$ cat src/rtl/assert_macros.svh
// assertion macros used by indexed_list_insert_delete_core
`ifndef ASSERT_MACROS_SVH
`define ASSERT_MACROS_SVH

// property holds at every clock edge outside reset
`define ASSERT_ALWAYS(label, expr, msg) \
    label: assert property (@(posedge clk) disable iff (!rst_n) (expr)) else $error(msg);

// consequent holds in the same cycle as the antecedent
`define ASSERT_IMPLY(label, ante, cons, msg) \
    label: assert property (@(posedge clk) disable iff (!rst_n) (ante) |-> (cons)) else $error(msg);

// consequent holds in the cycle after the antecedent
`define ASSERT_NEXT(label, ante, cons, msg) \
    label: assert property (@(posedge clk) disable iff (!rst_n) (ante) |=> (cons)) else $error(msg);

`endif

$ cat src/rtl/ilid_pkg.sv
// types and constants for the positional list core
`timescale 1ns / 1ps

package ilid_pkg;

    typedef struct packed {
        logic [2:0]         func;
        logic signed [15:0] position;
        logic signed [31:0] value;
    } req_t;

    typedef struct packed {
        logic signed [31:0] read_value;
        logic [1:0]         status;
        logic [6:0]         count;
    } rsp_t;

    localparam logic [2:0] FN_READ = 3'd0;
    localparam logic [2:0] FN_HEAD = 3'd1;
    localparam logic [2:0] FN_TAIL = 3'd2;
    localparam logic [2:0] FN_AT   = 3'd3;
    localparam logic [2:0] FN_DEL  = 3'd4;

    localparam logic [1:0] ST_OK    = 2'd0;
    localparam logic [1:0] ST_RANGE = 2'd1;
    localparam logic [1:0] ST_FULL  = 2'd2;

    localparam logic signed [31:0] READ_MISS = -32'sd1;

    localparam logic [1:0] CMD_HOLD   = 2'd0;
    localparam logic [1:0] CMD_INSERT = 2'd1;
    localparam logic [1:0] CMD_DELETE = 2'd2;
    localparam logic [1:0] CMD_READ   = 2'd3;

    typedef struct packed {
        logic [1:0]  op;
        logic [31:0] value;
    } cell_cmd_t;

endpackage

$ cat src/rtl/ilid_cell.sv
// one list slot: holds an entry, shifts with its neighbors, forwards read data
`timescale 1ns / 1ps

module ilid_cell #(
    parameter int unsigned IDX_W = 6
) (
    input  logic                    clk,
    input  logic                    rst_n,
    input  ilid_pkg::cell_cmd_t     cmd,
    input  logic [IDX_W-1:0]        cmd_idx,
    input  logic [IDX_W-1:0]        idx,
    input  logic [31:0]             left_val,
    input  logic [31:0]             right_val,
    input  logic                    rd_in_valid,
    input  logic [31:0]             rd_in_data,
    output logic [31:0]             entry,
    output logic                    rd_valid,
    output logic [31:0]             rd_data
);

    logic [31:0] entry_reg, entry_next;
    logic        rd_valid_reg, rd_valid_next;
    logic [31:0] rd_data_reg, rd_data_next;
    logic        rd_hit;

    always_comb
    begin
        entry_next = entry_reg;
        case (cmd.op)
            ilid_pkg::CMD_INSERT:
            begin
                if (idx > cmd_idx)
                begin
                    entry_next = left_val;
                end
                else if (idx == cmd_idx)
                begin
                    entry_next = cmd.value;
                end
            end
            ilid_pkg::CMD_DELETE:
            begin
                if (idx >= cmd_idx)
                begin
                    entry_next = right_val;
                end
            end
            default:
            begin
                entry_next = entry_reg;
            end
        endcase
    end

    // read data walks one slot toward the head per cycle
    assign rd_hit        = (cmd.op == ilid_pkg::CMD_READ) && (idx == cmd_idx);
    assign rd_valid_next = rd_in_valid || rd_hit;
    assign rd_data_next  = rd_hit ? entry_reg : rd_in_data;

    always_ff @(posedge clk)
    begin
        entry_reg   <= entry_next;
        rd_data_reg <= rd_data_next;
    end

    always_ff @(posedge clk or negedge rst_n)
    begin
        if (!rst_n)
        begin
            rd_valid_reg <= 1'b0;
        end
        else
        begin
            rd_valid_reg <= rd_valid_next;
        end
    end

    assign entry    = entry_reg;
    assign rd_valid = rd_valid_reg;
    assign rd_data  = rd_data_reg;

endmodule

$ cat config.mk
export PLATFORM = sky130hd
export DESIGN_NAME = ilid_cell
export DESIGN_NICKNAME = d
export VERILOG_FILES = /design/src/rtl/assert_macros.svh /design/src/rtl/ilid_pkg.sv /design/src/rtl/ilid_cell.sv
export SDC_FILE = /design/constraint.sdc
export NUM_CORES = 1
export LEC_CHECK = 0
export ABC_AREA = 1
export BUFFER_PORTS_ARGS = -buffer_cell sky130_fd_sc_hd__buf_2
export CAP_MARGIN = 20
export CORE_ASPECT_RATIO = 2
export CORE_MARGIN = 3
export CORE_UTILIZATION = 39
export CTS_BUF_LIST = sky130_fd_sc_hd__clkbuf_16
export CTS_CLUSTER_DIAMETER = 120
export DETAILED_ROUTE_END_ITERATION = 8
export HOLD_SLACK_MARGIN = 0.1
export PLACE_DENSITY_LB_ADDON = 0.2
export SYNTH_ARGS = -nofsm -noshare
export SYNTH_HDL_FRONTEND = slang
export SYNTH_SLANG_ARGS = --single-unit
$ cat constraint.sdc
create_clock -name clk -period 0.8 [get_ports clk]
set_input_delay 0.16 -clock clk [delete_from_list [all_inputs] [get_ports clk]]
set_output_delay 0.16 -clock clk [all_outputs]
set_load 0.005 [all_outputs]
==> results.cfg, run 1 <==
[outcome]
status = finished, violations left
violations = setup timing

[route]
avgRoutedWirePerCell_um = 15.6
vias = 4008
drtIter0Drc = 233
ant_nets = 0
wirelength_mm = 13.2
dr.pass1.iters = 5
drc = 0
routed_via_density = 4.75

[yosys]
syn_nets = 597
syn_avg_cell_area_sq_um = 7.43
yosysMostFrequentCell = nand2_1
postSynthCellCount = 446
synth_seq_cells = 65
ys_async_sr_fraction_pct = 1.54
synth_xor_area_share_pct = 0
synthMuxAreaShare_pct = 0
ys.flop_type = edfxtp_1
ys_top_cells_by_count = nand2_1, inv_1, nand3_1
yosys_warnings = 0
synth.top_cell.area_share_pct = 29.0
synth_top_family_by_area = simple AND/OR/NAND/NOR gates
syn-cell-area_sq_mm = 0.00331
yosys-top-cells-area = edfxtp_1, nand2_1, dfxtp_1, nand3_1, inv_1
synth_edf_count = 32
yosys.cell_types.count = 22
synth_compound_area_share_pct = 0.302
seq_area_frac_synth_pct = 49.1
synthSimpleGateAreaFrac_pct = 35.0
synth.largest_area_cell = edfxtp_1
synthAdderAreaFrac_pct = 2.27

[setup_path]
end_kind = flop
r2r_cells = 5
worstSetupStartpoint = cmd_idx[3]
crit_fanout = 6
arrival_ns = 1.49
start_kind = primary input
cp.required_ns = 0.88
crit_type = in -> reg
rr_startpoint = entry[7]$_DFFE_PP_
r2r_setup_slack_ns = -0.19
reg2reg_to = rd_data[7]$_DFF_P_

[sta]
whs_ns = 0.0267
rsz0062_at_grt = true
setup_viol = 162
tightest_slew_ns = 0.434
max_slew_margin_pct = 71.1
hold_viol_final = 0
fmax_ghz = 0.709
report.final.slew_viol_count = 0
worst_slack_ns = -0.610
min_period_ns = 1.41
timing.final.crit_share_pct = 176
fin_skew_ns = 0.00451

[place]
dp_hpwl_mm = 8.07
place_worst_setup_slack_ns = -0.936
place_congestion = 0.827
placed_area_sq_mm = 0.00466
port_buffers = 209

[floorplan]
die_area_sq_mm = 0.00971
ioPinCount = 210
rows = 47
start_util_pct = 40.0
die_h_um = 136
coreArea_sq_mm = 0.00829
die_width_um = 71.2

[layout]
utilization_pct = 77.0
finalInstanceArea_sq_mm = 0.00639
antenna_cells = 0
areaGrowthSynthToFinish_pct = 92.7
drive_gt1_share_pct = 55.0
num-nets-final = 891

[min_path]
holdPathStages = 2
hp-class = in -> reg
hold_start = rd_in_valid
hold_end = rd_valid$_DFF_PN0_

[power_and_ir_drop]
p_total_uw = 11000
leakagePower_uw = 0.00343
worst_ir_drop_vdd_uv = 1050
cellPowerDensity_mw_per_mm2 = 1720

[clocking]
tritoncts = done
htree_num_levels = 3
ctsRootBufferMaster = clkbuf_16
cts_buffer_depth = 2
clock_sinks = 65
clkLatencyLatePin_ns = 0.32
clkTransAtPathRegs_ns = 0.05
hold_buffers = 33
cts_buffers = 9

[run]
drv_cap = 0

[global_route]
grt_pass1_vias = 4015
antenna_found_initial = 0
grt_util_all_layers_pct = 25.4
grt_max_degree = 33
grt-ovfl-total = 0
grt_pass1_wl_mm = 18.9
-- logic make-up (layout without fill, tap and decap cells) --
kind of cell    Yosys count  count (layout)
fa+ha+maj                 6               6
compound gates            2               2
buf+inv                  99             398
flops                    65              65
simple gates            274             274
-- cell usage in the layout (no fill, tap or decap), types with 2 or more instances in the layout --
cell type	n
nand2_1	133
buf_6	25
edfxtp_1	32
inv_16	3
inv_1	72
inv_4	5
nand3_2	22
nand2_2	62
dfxtp_2	13
buf_2	192
nand3_1	42
dfxtp_1	19
nand3_4	2
clkbuf_16	14
nor2_4	2
buf_12	14
buf_4	30
buf_16	5
nand2_4	7
ha_4	6
dlygate4sd3_1	33
-- what timing repair did --
item,4_1_cts,5_1_grt
gates resized for setup,87,76
gates cloned,9,2
pin swaps,28,37
hold endpoints to repair,39,1
endpoints found under the setup margin,162,162
setup buffers,25,13
-- critical path, stage by stage --
cell and delay [ns]:
buf_6 0.07, inv_4 0.03, ha_4 0.27, nand2_4 0.06
nor2_4 0.14, nand3_4 0.12, buf_12 0.15, nand2_8 0.13
clkbuf_16 0.17, nand2_2 0.04, nand3_1 0.07, nand2_1 0.07
-- layer usage --
| layer | vias to the layer above | part of all wire, % | track usage, % |
|---|---|---|---|
| met4 | 0 | 4.5 | 14.1 |
| met3 | 45 | 7.1 | 4.52 |
| li1 | 1947 | - | - |
| met2 | 214 | 57 | 49.1 |
| met1 | 1802 | 31 | 24.0 |
| met5 | - | 0 | 0 |
-- how the worst max path moves through the flow --
stage,endpoint,cells after the start,slack (ns)
after floorplan,entry[0]$_DFFE_PP_,8,-0.98
after global placement,entry[31]$_DFFE_PP_,12,-0.88
after CTS,entry[29]$_DFFE_PP_,13,-0.54
final,entry[8]$_DFFE_PP_,12,-0.61
after detailed placement,rd_data[31]$_DFF_P_,11,-0.94
after global routing,entry[8]$_DFFE_PP_,13,-0.67
-- final cells by class --
type	instances	area, sq um
Tap cell	98	123
Timing Repair inverter	2	40.0
Clock inverter	4	18.8
Sequential cell	65	1640
Multi-Input combinational cell	282	1660
Fill cell	565	1910
Clock buffer	12	300
Inverter	78	323
Timing Repair Buffer	302	2280
-- report_power, final --
part / internal [uW] / switching, uW
combinational: 1630 / 1330
sequential: 3890 / 139
clock: 2640 / 1380
total: 8150 / 2850
-- metrics by stage --
stage / TNS (ns) / instances
floorplan: -68.16 / 446
global placement: -80.57 / 748
detailed placement: -84.60 / 748
CTS: -59.66 / 830
global route: -70.13 / 843
finish: -62.77 / 843
Note: power is estimated with default switching activity, not from simulation.
==> run 2: changes to the inputs <==
CELL_PAD_IN_SITES_DETAIL_PLACEMENT = 0   (was not set)
CELL_PAD_IN_SITES_GLOBAL_PLACEMENT = 1   (was not set)
CORE_UTILIZATION = 26   (was 39)
==> results.cfg, run 2 (synthesized netlist as in run 1, its figures left out) <==
[outcome]
status = finished, violations left
violations = setup timing

[route]
dr.pass1.iters = 4
routed_via_density = 4.23
vias = 3663
ant_nets = 0
drtIter0Drc = 84
wirelength_mm = 12.3
avgRoutedWirePerCell_um = 14.2
drc = 0

[setup_path]
cp_top_family = simple AND/OR/NAND/NOR gates
cp.required_ns = 0.88
slowest_delay_ns = 0.24
crit_fanout = 7
worst_path_max_delay_cell = ha_4
path_buf_inv = 4
path_cells = buf_2 -> ha_4 -> nand2_4 -> inv_1 -> nand2_2 -> nand3_4 -> nand2_4 -> buf_12 -> clkbuf_16 -> nand2_2 -> nand3_1 -> nand2_1
end_kind = flop
arrival_ns = 1.43
start_kind = primary input
crit_type = in -> reg

[clocking]
hold_buffers = 33
clock_sinks = 65
cts_buffers = 9
clkLatencyLatePin_ns = 0.33
htree_num_levels = 3
cts_buffer_depth = 2
tritoncts = done
clkTransAtPathRegs_ns = 0.06
ctsRootBufferMaster = clkbuf_16

[floorplan]
die_width_um = 85.8
start_util_pct = 26.9
coreArea_sq_mm = 0.0123
die_area_sq_mm = 0.0142
ioPinCount = 210
die_h_um = 166
rows = 57

[run]
drv_cap = 0

[power_and_ir_drop]
worst_ir_drop_vdd_uv = 1170
leakagePower_uw = 0.00320
p_total_uw = 10400
cellPowerDensity_mw_per_mm2 = 1780

[global_route]
antenna_found_initial = 1
grt_pass1_vias = 3807
grt_max_degree = 33
grt-ovfl-total = 0
grt_pass1_wl_mm = 18.2
grt_util_all_layers_pct = 16.5

[sta]
max_slew_margin_pct = 71.8
tightest_slew_ns = 0.424
rsz0062_at_grt = true
setup_viol = 162
timing.final.crit_share_pct = 168
hold_viol_final = 0
report.final.slew_viol_count = 0
whs_ns = 0.0253
fmax_ghz = 0.744
fin_skew_ns = 0.00523
min_period_ns = 1.34
worst_slack_ns = -0.544

[place]
port_buffers = 209
placed_cells_incl_taps = 797
dp_hpwl_mm = 8.91
place_congestion = 0.810

[layout]
num-nets-final = 864
final_common_cell = buf_2
antenna_cells = 0
drive_gt1_share_pct = 45.3
areaGrowthSynthToFinish_pct = 77.3
layout.cells.non_filler = 865
mostFrequentLayoutCells = buf_2, nand2_1, inv_1

[min_path]
hp-class = in -> reg
[run 2: stage by stage]
step                instance area [sq um]  utilization [%]  setup TNS (ns)  setup WS (ns)
finish                               5880             47.6          -55.56         -0.544
global placement                     4710             38.1          -81.23         -0.873
CTS                                  5580             45.2          -55.64         -0.492
global route                         5880             47.6          -65.55         -0.614
detailed placement                   4710             38.1          -83.11         -0.909
floorplan                            3430                -          -68.16         -0.985
[run 2: layer usage]
layer	track usage, %	part of all wire (%)	wire length, um
met1	15.4	32	3950
met4	6.20	1.8	225
met2	32.5	60	7380
met5	0	0.057	7
met3	4.22	5.8	712
[run 2: area by class of cell]
class	count	area, sq um
Clock inverter	7	70.1
Sequential cell	65	1630
Timing Repair Buffer	277	1960
Multi-Input combinational cell	282	1500
Clock buffer	9	225
Inverter	78	309
Fill cell	1304	6460
Tap cell	147	184
[run 2: report_power, final]
group          total (uW)  switching, uW  internal (uW)
Sequential           4000            120           3880
Clock                3910           1500           2410
Combinational        2520           1160           1360
Total               10400           2780           7650
[run 2: worst paths after layout]
kind	to	cells after the start	start	slack [ns]
worst max-delay path	entry[29]$_DFFE_PP_	12	idx[4]	-0.54
worst min-delay path	rd_valid$_DFF_PN0_	2	rd_in_valid	0.03
worst max register to register	rd_data[29]$_DFF_P_	3	entry[29]$_DFFE_PP_	0.06
worst min register to register	rd_data[9]$_DFF_P_	2	entry[9]$_DFFE_PP_	0.46
max in group asynchronous	rd_valid$_DFF_PN0_	2	rst_n	0.58
min in group asynchronous	rd_valid$_DFF_PN0_	2	rst_n	0.13
[run 2: what timing repair did]
action,in CTS,in global routing
hold endpoints to repair,52,1
gates cloned,1,6
pin swaps,5,20
gates resized for setup,33,40
endpoints found under the setup margin,162,162
buffers inserted,8,6
